`config.mk`:
```
export PLATFORM = sky130hd
export DESIGN_NAME = clip_point_to_unit_window
export DESIGN_NICKNAME = d
export VERILOG_FILES = /design/src/rtl/cpuw_pkg.sv /design/src/rtl/cpuw_muldiv.sv /design/src/rtl/clip_point_to_unit_window.sv
export SDC_FILE = /design/constraint.sdc
export NUM_CORES = 1
export LEC_CHECK = 0
export BUFFER_PORTS_ARGS = -buffer_cell sky130_fd_sc_hd__clkbuf_2
export CORE_ASPECT_RATIO = 1.1
export CORE_MARGIN = 2
export CORE_UTILIZATION = 40
export DETAILED_ROUTE_END_ITERATION = 10
export HOLD_SLACK_MARGIN = 0.02
export SYNTH_ARGS = -nofsm -noshare
export SYNTH_HDL_FRONTEND = slang
export SYNTH_SLANG_ARGS = --single-unit
```
`constraint.sdc`:
```
create_clock -name i_clk -period 16.2 [get_ports i_clk]
set_clock_uncertainty 0.15 [all_clocks]
set_input_delay 0.81 -clock i_clk [delete_from_list [all_inputs] [get_ports i_clk]]
set_output_delay 0.81 -clock i_clk [all_outputs]
set_load 0.05 [all_outputs]
```
`src/rtl/cpuw_pkg.sv`:
```
// Shared types, constants and helper functions for the unit-window point clipper.
package cpuw_pkg;

    localparam int COORD_WIDTH = 24;
    localparam int FRAC_BITS   = 16;
    localparam int MAX_PASSES  = 4;

    // Magnitudes of deltas, negated coordinates and (1.0 - coordinate) all fit in MAG_W bits.
    localparam int MAG_W      = (COORD_WIDTH + 1 > FRAC_BITS + 2) ? COORD_WIDTH + 1
                                                                  : FRAC_BITS + 2;
    localparam int OP_W       = MAG_W + 1;
    localparam int PROD_W     = 2 * MAG_W;
    localparam int QUO_W      = COORD_WIDTH;
    localparam int HI_W       = PROD_W - QUO_W;
    localparam int REM_W      = COORD_WIDTH + 2;
    localparam int SUM_W      = COORD_WIDTH + 2;
    localparam int CNT_W      = $clog2(MAG_W + 1);
    localparam int PASS_W     = $clog2(MAX_PASSES + 1);
    localparam int STATUS_W   = 2;
    localparam int IN_DATA_W  = ((2 * COORD_WIDTH + 7) / 8) * 8;
    localparam int OUT_DATA_W = ((2 * COORD_WIDTH + STATUS_W + 7) / 8) * 8;

    typedef logic signed [COORD_WIDTH-1:0] t_coord;
    typedef logic signed [OP_W-1:0]        t_op;
    typedef logic        [MAG_W-1:0]       t_mag;
    typedef logic signed [SUM_W-1:0]       t_sum;
    typedef logic        [STATUS_W-1:0]    t_status;
    typedef logic        [3:0]             t_outcode;

    localparam t_status ST_INSIDE     = 2'd0;
    localparam t_status ST_CLIPPED    = 2'd1;
    localparam t_status ST_ZERO_DELTA = 2'd2;
    localparam t_status ST_GAVE_UP    = 2'd3;

    localparam t_outcode OC_LEFT  = 4'h1;
    localparam t_outcode OC_RIGHT = 4'h2;
    localparam t_outcode OC_BELOW = 4'h4;
    localparam t_outcode OC_ABOVE = 4'h8;

    localparam t_coord CW_MAX     = {1'b0, {(COORD_WIDTH-1){1'b1}}};
    localparam t_coord CW_MIN     = {1'b1, {(COORD_WIDTH-1){1'b0}}};
    localparam t_op    FX_ONE     = t_op'(longint'(1) << FRAC_BITS);
    localparam t_coord FX_ONE_SAT = (FRAC_BITS <= COORD_WIDTH - 2)
                                    ? t_coord'(longint'(1) << FRAC_BITS) : CW_MAX;

    // Request to the shared multiply-divide unit: |a| * |b| / |d| with a result sign.
    typedef struct packed {
        logic start;
        logic neg;
        t_mag a;
        t_mag b;
        t_mag d;
    } t_md_req;

    typedef struct packed {
        logic done;
        t_sum q;
    } t_md_rsp;

    function automatic t_coord sat_sum(input t_sum v);
        t_coord r;
        if (v > t_sum'(CW_MAX)) begin
            r = CW_MAX;
        end else if (v < t_sum'(CW_MIN)) begin
            r = CW_MIN;
        end else begin
            r = v[COORD_WIDTH-1:0];
        end
        return r;
    endfunction

    function automatic t_outcode outcode(input t_coord x, input t_coord y);
        t_op      xe;
        t_op      ye;
        t_outcode c;
        xe = t_op'(x);
        ye = t_op'(y);
        c  = '0;
        if (xe < 0)      c = c | OC_LEFT;
        if (xe > FX_ONE) c = c | OC_RIGHT;
        if (ye < 0)      c = c | OC_BELOW;
        if (ye > FX_ONE) c = c | OC_ABOVE;
        return c;
    endfunction

    function automatic t_mag mag_of(input t_op v);
        t_op n;
        n = v[OP_W-1] ? -v : v;
        return n[MAG_W-1:0];
    endfunction

endpackage

```
`src/rtl/cpuw_muldiv.sv`:
```
// Shared iterative unit: shift-add multiply followed by restoring divide, signed result.
module cpuw_muldiv (
    input  logic              i_clk,
    input  logic              i_rst_n,
    input  cpuw_pkg::t_md_req i_req,
    output cpuw_pkg::t_md_rsp o_rsp
);
    import cpuw_pkg::*;

    typedef enum logic [1:0] {S_IDLE, S_MUL, S_CHK, S_DIV} t_state;

    t_state              r_state;
    logic [CNT_W-1:0]    r_cnt;
    logic [PROD_W-1:0]   r_prod;
    logic [PROD_W-1:0]   r_mc;
    t_mag                r_mp;
    t_mag                r_d;
    logic                r_neg;
    logic [REM_W-1:0]    r_rem;
    logic [QUO_W-1:0]    r_quo;
    logic                r_done;
    t_sum                r_q;

    logic [PROD_W-1:0]   n_prod;
    logic [HI_W-1:0]     n_hi;
    logic                n_ovf;
    logic [REM_W-1:0]    n_trial;
    logic                n_ge;
    logic [REM_W-1:0]    n_diff;
    logic [QUO_W-1:0]    n_quo;
    t_sum                n_qmag;
    t_sum                n_clamp;

    always_comb begin
        n_prod  = r_prod + r_mc;
        n_hi    = r_prod[PROD_W-1:QUO_W];
        n_ovf   = n_hi >= HI_W'(r_d);
        n_trial = {r_rem[REM_W-2:0], r_prod[QUO_W-1]};
        n_ge    = n_trial >= REM_W'(r_d);
        n_diff  = n_trial - REM_W'(r_d);
        n_quo   = {r_quo[QUO_W-2:0], n_ge};
        n_qmag  = t_sum'({1'b0, n_quo});
        n_clamp = t_sum'(1) <<< QUO_W;
    end

    always_ff @(posedge i_clk) begin
        if (!i_rst_n) begin
            r_state <= S_IDLE;
            r_done  <= 1'b0;
        end else begin
            unique case (r_state)
                S_IDLE: begin
                    r_done <= 1'b0;
                    if (i_req.start) begin
                        r_prod  <= '0;
                        r_mc    <= PROD_W'(i_req.a);
                        r_mp    <= i_req.b;
                        r_d     <= i_req.d;
                        r_neg   <= i_req.neg;
                        r_state <= S_MUL;
                    end
                end
                S_MUL: begin
                    r_done <= 1'b0;
                    // Stops as soon as no multiplier bits remain.
                    if (r_mp == '0) begin
                        r_state <= S_CHK;
                    end else begin
                        if (r_mp[0]) r_prod <= n_prod;
                        r_mc <= r_mc << 1;
                        r_mp <= r_mp >> 1;
                    end
                end
                S_CHK: begin
                    // A quotient this large saturates the coordinate anyway.
                    if (n_ovf) begin
                        r_q     <= r_neg ? -n_clamp : n_clamp;
                        r_done  <= 1'b1;
                        r_state <= S_IDLE;
                    end else begin
                        r_done  <= 1'b0;
                        r_rem   <= REM_W'(n_hi);
                        r_cnt   <= CNT_W'(QUO_W);
                        r_state <= S_DIV;
                    end
                end
                S_DIV: begin
                    r_rem  <= n_ge ? n_diff : n_trial;
                    r_quo  <= n_quo;
                    r_prod <= r_prod << 1;
                    r_cnt  <= r_cnt - CNT_W'(1);
                    r_done <= (r_cnt == CNT_W'(1));
                    if (r_cnt == CNT_W'(1)) begin
                        r_q     <= r_neg ? -n_qmag : n_qmag;
                        r_state <= S_IDLE;
                    end
                end
                default: begin
                    r_done  <= 1'b0;
                    r_state <= S_IDLE;
                end
            endcase
        end
    end

    always_comb begin
        o_rsp.done = r_done;
        o_rsp.q    = r_q;
    end

endmodule

```
`src/rtl/clip_point_to_unit_window.sv`:
```
// Top level: clips a cursor point into the unit window with a pass sequencer.
//
// Usage: each beat on the slave stream carries a new point (new_x, new_y) in
// signed fixed point with 16 fraction bits. The block remembers that point,
// unclipped, as the anchor for the next beat, and pulls the new point toward
// the previous one along the segment, one window edge per pass, until it lies
// in [0, 1] x [0, 1]. Each beat yields exactly one master beat with the placed
// point and a status: inside, clipped, zero delta (left outside) or gave up
// (placed at the origin after four passes).
// A point that needs no clipping is written to the output register from the
// evaluate state once that register is free, and the slave side is ready again
// then. Each pass runs one product and one quotient through the shared
// multiply-divide unit: the issue, the multiply steps (one per multiplier bit up
// to the highest set one), a step to see the multiplier empty, a range check,
// the divide steps unless that check saturates, and taking the quotient.
// The slave side is ready only while no point is in work; one point is in
// flight at a time. A finished result sits in the output register, and the
// next beat is taken even while that result waits; if the receiver stalls,
// the following result waits in the sequencer until the register frees up.
// Reset clears the remembered point to the origin and drops any pending beat.
module clip_point_to_unit_window (
    input  logic                               i_clk,
    input  logic                               i_rst_n,
    input  logic                               i_s_axis_tvalid,
    output logic                               o_s_axis_tready,
    // new_x, new_y
    input  logic [cpuw_pkg::IN_DATA_W-1:0]     i_s_axis_tdata,
    output logic                               o_m_axis_tvalid,
    input  logic                               i_m_axis_tready,
    // clip_x, clip_y, clip_status, zero padding
    output logic [cpuw_pkg::OUT_DATA_W-1:0]    o_m_axis_tdata
);
    import cpuw_pkg::*;

    typedef enum logic [1:0] {S_IDLE, S_EVAL, S_WAIT} t_state;
    typedef enum logic [1:0] {E_LEFT, E_RIGHT, E_BELOW, E_ABOVE} t_edge;

    t_state            r_state;
    t_edge             r_edge;
    logic [PASS_W-1:0] r_pass;
    t_coord            r_x;
    t_coord            r_y;
    t_coord            r_px;   // remembered point for the next beat
    t_coord            r_py;
    t_coord            r_ax;   // anchor of the point in work
    t_coord            r_ay;
    logic              r_out_valid;
    t_coord            r_out_x;
    t_coord            r_out_y;
    t_status           r_out_status;

    t_outcode          n_code;
    t_op               n_xd;
    t_op               n_yd;
    t_op               n_a;
    t_op               n_b;
    t_op               n_d;
    t_edge             n_edge;
    logic              n_zero;
    logic              n_fin;
    logic              n_out_free;
    logic              n_emit;
    t_coord            n_upd_x;
    t_coord            n_upd_y;
    t_md_req           md_req;
    t_md_rsp           md_rsp;

    always_comb begin
        n_code = outcode(r_x, r_y);
        n_xd   = t_op'(r_ax) - t_op'(r_x);
        n_yd   = t_op'(r_ay) - t_op'(r_y);
        n_zero = (n_xd == '0) || (n_yd == '0);

        // Edge priority: left, right, below, above.
        if ((n_code & OC_LEFT) != '0) begin
            n_edge = E_LEFT;
            n_a    = -t_op'(r_x);
            n_b    = n_yd;
            n_d    = n_xd;
        end else if ((n_code & OC_RIGHT) != '0) begin
            n_edge = E_RIGHT;
            n_a    = n_yd;
            n_b    = FX_ONE - t_op'(r_x);
            n_d    = n_xd;
        end else if ((n_code & OC_BELOW) != '0) begin
            n_edge = E_BELOW;
            n_a    = -t_op'(r_y);
            n_b    = n_xd;
            n_d    = n_yd;
        end else begin
            n_edge = E_ABOVE;
            n_a    = n_xd;
            n_b    = FX_ONE - t_op'(r_y);
            n_d    = n_yd;
        end

        n_fin      = (n_code == '0) || n_zero || (r_pass == PASS_W'(MAX_PASSES));
        n_out_free = !r_out_valid || i_m_axis_tready;
        n_emit     = (r_state == S_EVAL) && n_fin && n_out_free;

        md_req.start = (r_state == S_EVAL) && !n_fin;
        md_req.neg   = n_a[OP_W-1] ^ n_b[OP_W-1] ^ n_d[OP_W-1];
        md_req.a     = mag_of(n_a);
        md_req.b     = mag_of(n_b);
        md_req.d     = mag_of(n_d);

        n_upd_x = sat_sum(t_sum'(r_x) + md_rsp.q);
        n_upd_y = sat_sum(t_sum'(r_y) + md_rsp.q);
    end

    cpuw_muldiv u_muldiv (
        .i_clk   (i_clk),
        .i_rst_n (i_rst_n),
        .i_req   (md_req),
        .o_rsp   (md_rsp)
    );

    always_ff @(posedge i_clk) begin
        if (!i_rst_n) begin
            r_state     <= S_IDLE;
            r_out_valid <= 1'b0;
            r_px        <= '0;
            r_py        <= '0;
        end else begin
            // A new result may replace one that leaves in the same cycle.
            if (n_emit) begin
                r_out_valid <= 1'b1;
            end else if (i_m_axis_tready) begin
                r_out_valid <= 1'b0;
            end

            unique case (r_state)
                S_IDLE: begin
                    if (i_s_axis_tvalid) begin
                        r_x     <= i_s_axis_tdata[COORD_WIDTH-1:0];
                        r_y     <= i_s_axis_tdata[2*COORD_WIDTH-1:COORD_WIDTH];
                        r_px    <= i_s_axis_tdata[COORD_WIDTH-1:0];
                        r_py    <= i_s_axis_tdata[2*COORD_WIDTH-1:COORD_WIDTH];
                        r_ax    <= r_px;
                        r_ay    <= r_py;
                        r_pass  <= '0;
                        r_state <= S_EVAL;
                    end
                end
                S_EVAL: begin
                    if (n_fin) begin
                        // Result waits here while the output register is still full.
                        if (n_out_free) begin
                            if (n_code == '0) begin
                                r_out_x      <= r_x;
                                r_out_y      <= r_y;
                                r_out_status <= (r_pass != '0) ? ST_CLIPPED : ST_INSIDE;
                            end else if (n_zero) begin
                                r_out_x      <= r_x;
                                r_out_y      <= r_y;
                                r_out_status <= ST_ZERO_DELTA;
                            end else begin
                                r_out_x      <= '0;
                                r_out_y      <= '0;
                                r_out_status <= ST_GAVE_UP;
                            end
                            r_state <= S_IDLE;
                        end
                    end else begin
                        r_pass  <= r_pass + PASS_W'(1);
                        r_edge  <= n_edge;
                        r_state <= S_WAIT;
                    end
                end
                S_WAIT: begin
                    if (md_rsp.done) begin
                        unique case (r_edge)
                            E_LEFT: begin
                                r_y <= n_upd_y;
                                r_x <= '0;
                            end
                            E_RIGHT: begin
                                r_y <= n_upd_y;
                                r_x <= FX_ONE_SAT;
                            end
                            E_BELOW: begin
                                r_x <= n_upd_x;
                                r_y <= '0;
                            end
                            E_ABOVE: begin
                                r_x <= n_upd_x;
                                r_y <= FX_ONE_SAT;
                            end
                            default: r_x <= '0;
                        endcase
                        r_state <= S_EVAL;
                    end
                end
                default: r_state <= S_IDLE;
            endcase
        end
    end

    assign o_s_axis_tready = (r_state == S_IDLE);
    assign o_m_axis_tvalid = r_out_valid;
    assign o_m_axis_tdata  = OUT_DATA_W'({r_out_status, r_out_y, r_out_x});

endmodule

```
==> flow_summary.ini, run 1 <==
[setup_path]
worstReg2RegEnd = r_out_y[0]$_DFFE_PP_
arrival_ns = 7.31
reg2reg_setup_slack_ns = 8.98
crit_family = compound AO/OA/AOI/OAI gates
cp_cell_sequence = inv_1, ha_1, nor2b_1, o31ai_1, a21oi_1, a31oi_1, o21ai_0, nand3_1, nand3_1, a2111oi_0, a32oi_4, buf_4, a31oi_1, nor3b_2, buf_4
cp_slowest_cell = a2111oi_0
cp.buffers_inverters = 3
startpoint_type = flip-flop
path_class = reg2reg
r2r-start = r_y[1]$_DFFE_PP_
rr_worst_depth = 15
crit_fanout = 51
critPathCaptureType = flip-flop
worstPathRequired_ns = 16.29
slowest_delay_ns = 0.99

[clocking]
post_cts_resized = 0
cts_sinks = 435
clock_path_buffers = 3
cts-root-buf = clkbuf_16
cts_tree = yes
clk_pin_slew_ns = 0.06
cts_buffers = 51
insertion_delay_ns = 0.62
htree_levels = 2
cts.hold.buffers_added = 0
post_cts_buffers = 0

[pwr]
powerDensity_nw_per_um2 = 93.5
vdd_drop_max_mv = 0.0961
p_leak_nw = 13.3

[timing]
slew_headroom_pct = 8.85
fin_crit_ns = 7.22
finalSetupViolations = 0
slew_violations = 0
fin_crit_sh_pct = 44.6
fin_setup_tns_ns = 0
fmax_mhz = 139
hold_viol = 0
postLayoutSetupSlackWorst_ns = 8.98
tightest_slew_ns = 1.35
grt_setup_unrepaired = false

[floorplan]
coreArea_sq_um = 77400
pin_count = 110
start_util_pct = 40.4
die_w_microns = 270
dieArea_sq_um = 80300
rows = 107
die_h_microns = 297

[placed_design]
dp_cells = 4490
place.gp.congestion = 1.04
dp_hpwl_mm = 80.5
placed_cell_area_sq_um = 32800
numPortBuffers = 103
dp_slack_ns = 9.13

[yosys]
synth_xor_area_share_pct = 7.54
synth_area_leaders = edfxtp_1 37%, ha_1 8.3%, a21oi_1 6.4%, xnor2_1 4.5%, nand2_1 4.2%
ys_seq_elements = 435
yosysWarnings = 0
async_reset_ff_share_pct = 0
avgSynthCellArea_sq_um = 8.99
synth.most_common_cell = a21oi_1
synth_edf_count = 381
synth.area.mux_share_pct = 0.941
yosysSeqAreaShare_pct = 40.1
synth_ff_type = edfxtp_1
synth_top_family_by_area = compound AO/OA/AOI/OAI gates
synthSimpleGateAreaFrac_pct = 17.0
synth_cell_type_count = 82
syn_area_sq_um = 31200
yosysTopAreaCell = edfxtp_1
synth_compound_area_share_pct = 22.1
synth-adder-area-share_pct = 8.72
synth_top_area_share_pct = 36.6
syn_inst = 3475
yosys-top-cells-count = 400 x a21oi_1, 381 x edfxtp_1, 350 x nand2_1

[run_status]
status = completed

[cells_and_area]
final_cell_area_sq_um = 34500
diodes = 0
layout.nets = 3774
stdcell_count = 4586
area_growth_pct = 10.5
layout-drive-gt1-share_pct = 8.17

[route]
drc = 0
drtIter0Drc = 2623
wire_per_inst_microns = 22.8
viasPerCell = 5.87
firstDrtPassIters = 6
ant_nets = 0
routed_wl_mm = 105
dr_total_vias = 26917

[min_path]
hold_path_class = reg2reg
hp-start = r_py[11]$_SDFFE_PN0P_
hold_path_depth = 0
whs_endpoint = r_ay[11]$_DFFE_PP_

[global_routing]
grt_max_degree = 79
grt.overflow.total = 0
first_global_vias = 25390
grt_pass1_wl_mm = 157
grt_antenna_before_repair = 1
grt_util_all_layers_pct = 25.4

[run]
maxCapViolCount = 0
## placed cells by master (no fill, tap or decap), drive strengths merged, types with 42 or more instances in the layout
master	count
a21oi	400
xor2	109
clkbuf	173
xnor2	160
dfxtp	54
o21a	42
nor2	322
nor3	62
o21ai	244
and2	46
inv	134
nand3	86
ha	208
edfxtp	381
a21o	93
nand2	350
a31oi	45
## sequential cells by signal, summed over array words and instances (netlist names), 23 cells and up
name	flops
r_x	24
r_out_x	24
r_ax	24
u_muldiv.r_d	25
u_muldiv.r_prod	50
r_py	24
u_muldiv.r_q	26
r_out_y	24
r_ay	24
u_muldiv.r_rem	25
u_muldiv.r_quo	23
r_px	24
u_muldiv.r_mc	50
u_muldiv.r_mp	25
r_y	24
## final cells by class
type                       instances  area, sq um
multi-input combinational       2744        17700
fill                            7642        42900
inverter                         132          495
timing repair buffer             144          823
tap                             1035         1290
sequential                       435        12500
clock inverter                    26          255
clock buffer                      70         1440
## per-layer routing
metal	vias to the layer above	part of all wire (%)	GRT usage, %
met3	185	6.1	3.24
met1	12899	45	35.2
li1	12911	-	-
met4	2	4.0	9.63
met2	920	45	40.3
met5	-	0.013	0
## where the power goes
part           internal (mW)  switching (mW)
Sequential              1.28          0.0421
Combinational          0.250           0.472
Clock                  0.689           0.490
Total                   2.22            1.00
## how the worst max path moves through the flow
stage                     slack [ns]             start  depth (start not counted)                        endpoint
after detailed placement        9.13  r_y[1]$_DFFE_PP_                         15           r_out_x[23]$_DFFE_PP_
after CTS                       9.11  r_y[1]$_DFFE_PP_                         15            r_out_y[7]$_DFFE_PP_
after global routing            8.49  r_y[1]$_DFFE_PP_                         15           r_out_y[19]$_DFFE_PP_
after floorplan                 8.11  r_y[1]$_DFFE_PP_                         15  u_muldiv.r_mc[0]$_SDFFCE_PP0P_
after global placement          9.32  r_y[1]$_DFFE_PP_                         16  u_muldiv.r_mc[0]$_SDFFCE_PP0P_
final                           8.98  r_y[1]$_DFFE_PP_                         15            r_out_y[0]$_DFFE_PP_
## stage by stage
stage               utilization, %  total power [mW]  hold slack (ns)
floorplan                        -              1.83            0.258
detailed placement            42.4              2.05            0.266
global placement              42.4              2.05            0.261
global route                  44.6              3.36            0.283
finish                        44.6              3.23            0.278
CTS                           44.6              3.24            0.274
## kinds of logic after synthesis
kind of cell | after synthesis
and+or+nand+nor | 1121
other | 1
AOI/OAI and AO/OA | 1105
DFF | 435
adders and majority gates | 214
xor gates and xnor gates | 269
muxes | 29
buffers and inverters | 301
Note: power is estimated with default switching activity, not from simulation.
==> run 2, diff against run 1 <==
==> constraint.sdc (replaced) <==
create_clock -name i_clk -period 6.12 [get_ports i_clk]
set_clock_uncertainty 0.15 [all_clocks]
set_input_delay 0.306 -clock i_clk [delete_from_list [all_inputs] [get_ports i_clk]]
set_output_delay 0.306 -clock i_clk [all_outputs]
set_load 0.05 [all_outputs]
==> run 2 against run 1 <==
  * Final cell count up 1.8%
  * Highest routed layer unchanged
  * Via count up 0.85%
  * Global-route usage down 0.19 points
==> flow_summary.ini, run 2 (same netlist as run 1, synthesis figures left out) <==
[clocking]
post_cts_buffers = 0
cts_buffers = 48
post_cts_resized = 0
clock_path_buffers = 3
cts_sinks = 435
htree_levels = 2
cts_tree = yes
cts.hold.buffers_added = 51
insertion_delay_ns = 0.62
clk_pin_slew_ns = 0.06
cts-root-buf = clkbuf_16

[min_path]
hold_path_depth = 4
hold_path_class = in2reg
hp-start = i_s_axis_tvalid
whs_endpoint = r_state[0]$_SDFFE_PN0P_

[cells_and_area]
final_common_cell = a21oi_1
layout-drive-gt1-share_pct = 8.81
reg_top3 = u_muldiv.r_mc (50), u_muldiv.r_prod (50), u_muldiv.r_q (26)
diodes = 0
area_growth_pct = 13.1
layout_common_cells = 399 x a21oi_1, 381 x edfxtp_1, 348 x nand2_1
layout.nets = 3860

[setup_path]
cp_cell_sequence = ha_1, fa_1, nor2b_1, o31a_1, o221ai_1, o21a_1, o21a_1, or3b_2, a31oi_1, and4_1, a32oi_4, a31oi_1, nor3b_4, buf_12
path_class = reg2reg
slowest_delay_ns = 0.55
worstPathRequired_ns = 6.25
critPathCaptureType = flip-flop
arrival_ns = 5.66
crit_fanout = 39
reg2reg_setup_slack_ns = 0.58
worstReg2RegEnd = r_out_y[5]$_DFFE_PP_
cp_slowest_cell = edfxtp_1
startpoint_type = flip-flop
r2r-start = r_y[0]$_DFFE_PP_
rr_worst_depth = 14

[timing]
fin_crit_sh_pct = 90.5
slew_headroom_pct = 16.2
grt_setup_unrepaired = false
hold_slack_ns = 0.108
fin_setup_tns_ns = 0
finalSetupViolations = 0
slew_violations = 0
hold_viol = 0
fmax_mhz = 181
fin_crit_ns = 5.54
tightest_slew_ns = 1.25

[global_routing]
grt_antenna_before_repair = 4
grt_max_degree = 75
grt_util_all_layers_pct = 25.2
first_global_vias = 25904
grt.overflow.total = 0
grt_pass1_wl_mm = 157

[floorplan]
dieArea_sq_um = 80300
coreArea_sq_um = 77400
start_util_pct = 40.4
die_h_microns = 297
pin_count = 110
die_w_microns = 270
rows = 107

[placed_design]
numPortBuffers = 103
place.gp.congestion = 1.03
dp_hpwl_mm = 80.4

[route]
ant_nets = 0
dr_total_vias = 27146
viasPerCell = 5.81
routed_wl_mm = 103
drtIter0Drc = 2347
drc = 0
wire_per_inst_microns = 22.1
firstDrtPassIters = 6

[pwr]
powerDensity_nw_per_um2 = 241
p_leak_nw = 13.7
vdd_drop_max_mv = 0.294

[run]
maxCapViolCount = 0

[run_status]
status = completed
run 2: cell types whose count changed in the layout (fill, tap and decap cells not counted), sizes merged:
| cell | change |
|---|---|
| buf | +38 |
| bufinv | +2 |
| clkbuf | -7 |
| clkinv | +2 |
| dlygate4sd3 | +51 |
| inv | -3 |
run 2: how the worst max path moves through the flow:
| stage | cells past startpoint | endpoint | slack [ns] | start |
|---|---|---|---|---|
| floorplan | 15 | u_muldiv.r_mc[0]$_SDFFCE_PP0P_ | 0.48 | r_y[1]$_DFFE_PP_ |
| global placement | 15 | r_out_y[1]$_DFFE_PP_ | 0.68 | r_y[1]$_DFFE_PP_ |
| detailed placement | 15 | u_muldiv.r_mc[41]$_SDFFCE_PN0P_ | 0.68 | r_x[1]$_DFFE_PP_ |
| CTS | 15 | r_out_y[5]$_DFFE_PP_ | 0.66 | r_y[1]$_DFFE_PP_ |
| global route | 21 | u_muldiv.r_mp[18]$_DFFE_PP_ | 0.18 | r_x[10]$_DFFE_PP_ |
| finish | 14 | r_out_y[5]$_DFFE_PP_ | 0.58 | r_y[0]$_DFFE_PP_ |
run 2: cell type report:
cell class	instances	area, sq um
inverter	132	495
sequential	435	12500
clock inverter	27	329
tap	1035	1290
clock buffer	63	1330
timing repair buffer	233	1670
multi-input combinational	2744	17700
fill	7593	42100
run 2: metal layers:
metal,GRT usage (%),wire [microns]
met1,33.1,44700
met2,40.2,46400
met3,3.93,6320
met4,12.7,5880
met5,0,43
run 2: stage by stage:
stage	utilization, %	total power, mW	setup slack, ns	cells	instance area [sq um]
2_1_floorplan	-	4.85	0.478	3480	31300
3_3_place_gp	42.9	5.44	0.682	4528	33200
3_5_place_dp	42.9	5.44	0.679	4528	33200
4_1_cts	45.7	8.54	0.660	4669	35300
5_1_grt	45.7	8.88	0.180	4669	35300
6_report	45.7	8.52	0.584	4669	35300
run 2: power breakdown:
part | leakage [nW] | switching [mW] | internal [mW]
Clock | 0.804 | 1.27 | 1.79
Sequential | 3.92 | 0.110 | 3.40
Combinational | 8.99 | 1.23 | 0.708
run 2: critical path, delay by kind of cell (launching register included):
family	cells	cell delay [ns]
AOI/OAI and AO/OA	7	2.07
buffers and inverters	1	0.24
adders and majority gates	2	0.70
and+or+nand+nor	4	1.40
DFF	1	0.55
==> run 3, diff against run 2 <==
--- a/config.mk
+++ b/config.mk
@@ -13,4 +13,5 @@
 export HOLD_SLACK_MARGIN = 0.02
 export SYNTH_ARGS = -nofsm -noshare
 export SYNTH_HDL_FRONTEND = slang
+export SYNTH_HIERARCHICAL = 1
 export SYNTH_SLANG_ARGS = --single-unit
==> run 3 against run 2 <==
  * Worst setup slack got worse by 0.057 ns
  * Routed wire length rose by 6.8%
  * Count of clock-buffer cells in the layout fell by 2
  * Critical path depth did not move
  * Die area rose by 5.2%
  * Synthesized area rose by 5.3%
  * Clock power rose by 5%
  * Flip-flop and latch count did not move
  * Utilization fell by 0.55 points
  * Power rose by 35%
  * Worst hold slack got worse by 0.057 ns
  * Via count rose by 4.3%
==> flow_summary.ini, run 3 <==
[route]
firstDrtPassIters = 5
drtIter0Drc = 2828
routed_wl_mm = 110
ant_nets = 0
wire_per_inst_microns = 23.2
drc = 0
dr_total_vias = 28308
viasPerCell = 5.94

[yosys]
synth_top_area_share_pct = 34.8
synth_edf_count = 381
synth_ff_type = edfxtp_1
async_reset_ff_share_pct = 0
avgSynthCellArea_sq_um = 9.21
syn_area_sq_um = 32900
yosysWarnings = 6
syn_inst = 3569
synth_cell_type_count = 116
ys_seq_elements = 435
yosysSeqAreaShare_pct = 38.1
synth.most_common_cell = edfxtp_1
synth_area_leaders = edfxtp_1 35%, ha_1 8.1%, xnor2_1 5.0%, a21oi_1 4.1%, nand2_1 4.0%
yosys-top-cells-count = 381 x edfxtp_1, 348 x nand2_1, 299 x nor2_1
yosysTopAreaCell = edfxtp_1

[global_routing]
first_global_vias = 27118
grt_max_degree = 81
grt_antenna_before_repair = 0
grt_util_all_layers_pct = 25.6
grt_pass1_wl_mm = 168
grt.overflow.total = 0

[clocking]
clock_path_buffers = 3
htree_levels = 2
cts_buffers = 52
cts-root-buf = clkbuf_16
cts_sinks = 435
cts_tree = yes
insertion_delay_ns = 0.65
clk_pin_slew_ns = 0.06
post_cts_buffers = 0

[placed_design]
dp_slack_ns = 0.347
place.gp.congestion = 1.02
numPortBuffers = 103
dp_cells = 4625
dp_hpwl_mm = 85.0

[pwr]
p_seq_share_pct = 35.2
intPower_mw = 7.26
combPwrFrac_pct = 37.0
p_clk_share_pct = 27.8
p_sw_mw = 4.27
vdd_drop_max_mv = 0.242
p_leak_nw = 14.1
swShare_pct = 37.0
powerDensity_nw_per_um2 = 313

[timing]
slew_headroom_pct = 22.4
hold_viol = 0
finalSetupViolations = 0
postLayoutSetupSlackWorst_ns = 0.526
fin_setup_tns_ns = 0
slew_violations = 0
fmax_mhz = 179
grt_setup_unrepaired = false
fin_crit_ns = 5.59
tightest_slew_ns = 1.16
fin_crit_sh_pct = 91.4

[min_path]
hold_path_class = in2reg

[floorplan]
die_h_microns = 305
rows = 110
dieArea_sq_um = 84500
start_util_pct = 40.3
die_w_microns = 277
pin_count = 110
coreArea_sq_um = 81600

[cells_and_area]
layout-drive-gt1-share_pct = 10.6
final_common_cell = edfxtp_1
diodes = 0
stdcell_count = 4768
area_growth_pct = 12.0
fill_cells = 7943
reg_top3 = u_muldiv/r_mc (50), u_muldiv/r_prod (50), u_muldiv/r_q (26)
layout.nets = 3935
layout_common_cells = 381 x edfxtp_1, 348 x nand2_1, 296 x nor2_1

[setup_path]
worstPathRequired_ns = 6.24
startpoint_type = flip-flop
critPathCaptureType = flip-flop
arrival_ns = 5.71
crit_fanout = 57
path_class = reg2reg

[run_status]
status = completed

[run]
maxCapViolCount = 0
==> run 3: changes by cell type after synthesis, moves of 17 or more <==
| cell | delta |
|---|---|
| o21ai_1 | +17 |
| inv_1 | +30 |
| mux2_2 | +54 |
| nor2_1 | -23 |
| xnor2_1 | +27 |
| buf_2 | +33 |
| and2_1 | +32 |
| xor2_1 | -36 |
| o21ai_0 | -52 |
| clkbuf_1 | -33 |
| a21oi_1 | -132 |
| a21boi_0 | +45 |
==> run 3: per-layer routing <==
layer,global-route usage (%),vias to the layer above,part of all wire (%)
met1,34.4,13695,44
met4,12.3,0,5.4
met5,0,-,0
met3,3.16,243,5.4
li1,-,13480,-
met2,41.0,890,45
==> run 3: final timing paths <==
path	start	end	slack [ns]	cells after the start
setup / recovery	r_y[16]$_DFFE_PP_	u_muldiv/r_mc[3]$_DFFE_PP_	0.53	14
setup reg to reg	r_y[16]$_DFFE_PP_	u_muldiv/r_mc[3]$_DFFE_PP_	0.53	14
hold reg to reg	r_px[23]$_SDFFE_PN0P_	r_ax[23]$_DFFE_PP_	0.28	0
hold / removal	i_rst_n	r_px[6]$_SDFFE_PN0P_	0.05	3
==> run 3: cell families (layout without fill, tap and decap cells) <==
logic type | Yosys count | count (layout) | share of synthesized area, %
other | 1 | 6 | 0.0114
buffers and inverters | 335 | 465 | 4.08
AND/OR/NAND/NOR | 1161 | 1161 | 17.3
multiplexers | 94 | 94 | 3.08
AO/OA/AOI/OAI | 1064 | 1064 | 22.0
XOR/XNOR | 260 | 260 | 6.92
adder cells (fa/ha/maj) | 219 | 219 | 8.47
flip-flops | 435 | 435 | 38.1
==> run 3: area by class of cell <==
type / instances / area, sq um / area share, %
clock buffer: 61 / 1380 / 3.74
clock inverter: 33 / 377 / 1.02
inverter: 163 / 613 / 1.67
multi-input combinational: 2804 / 19100 / 52.0
sequential: 435 / 12500 / 34.0
tap: 1064 / 1330 / 3.62
timing repair buffer: 208 / 1450 / 3.94
==> run 3: power by group through the flow <==
| stage | clock network [mW] | logic [mW] | registers [mW] |
|---|---|---|---|
| 5_1_grt | 3.40 | 4.70 | 4.09 |
| 4_1_cts | 3.28 | 4.22 | 4.06 |
| 3_3_place_gp | 0 | 4.16 | 4.11 |
| 2_1_floorplan | 0 | 3.09 | 3.98 |
| 3_5_place_dp | 0 | 4.18 | 4.12 |
| 6_report | 3.21 | 4.27 | 4.06 |
==> run 3: per-stage QoR <==
stage | instance area, sq um | hold slack, ns | util, % | power (mW)
floorplan | 32900 | 0.258 | - | 7.07
global placement | 34600 | 0.261 | 42.4 | 8.27
detailed placement | 34600 | 0.266 | 42.4 | 8.30
CTS | 36800 | 0.0446 | 45.1 | 11.6
global route | 36800 | 0.0631 | 45.1 | 12.2
finish | 36800 | 0.0513 | 45.1 | 11.5
==> run 3: critical path, cell delays in order (launching register included) <==
cell and delay [ns]:
edfxtp_1 0.58, inv_1 0.20, ha_1 0.61, and4_1 0.28, and3_1 0.21, nand2_1 0.08
a21oi_1 0.21, o311ai_0 0.21, o311ai_1 0.67, nor4_1 0.29, nor4_2 0.72, nand2b_1 0.22
nand3_1 0.19, a21oi_4 0.23, buf_12 0.30
==> run 3: repair_timing <==
action / in CTS / in global routing
resized for setup: 0 / 1
hold endpoints to repair: 98 / 0
endpoints found under the setup margin: 0 / 120
hold buffers: 49 / 0
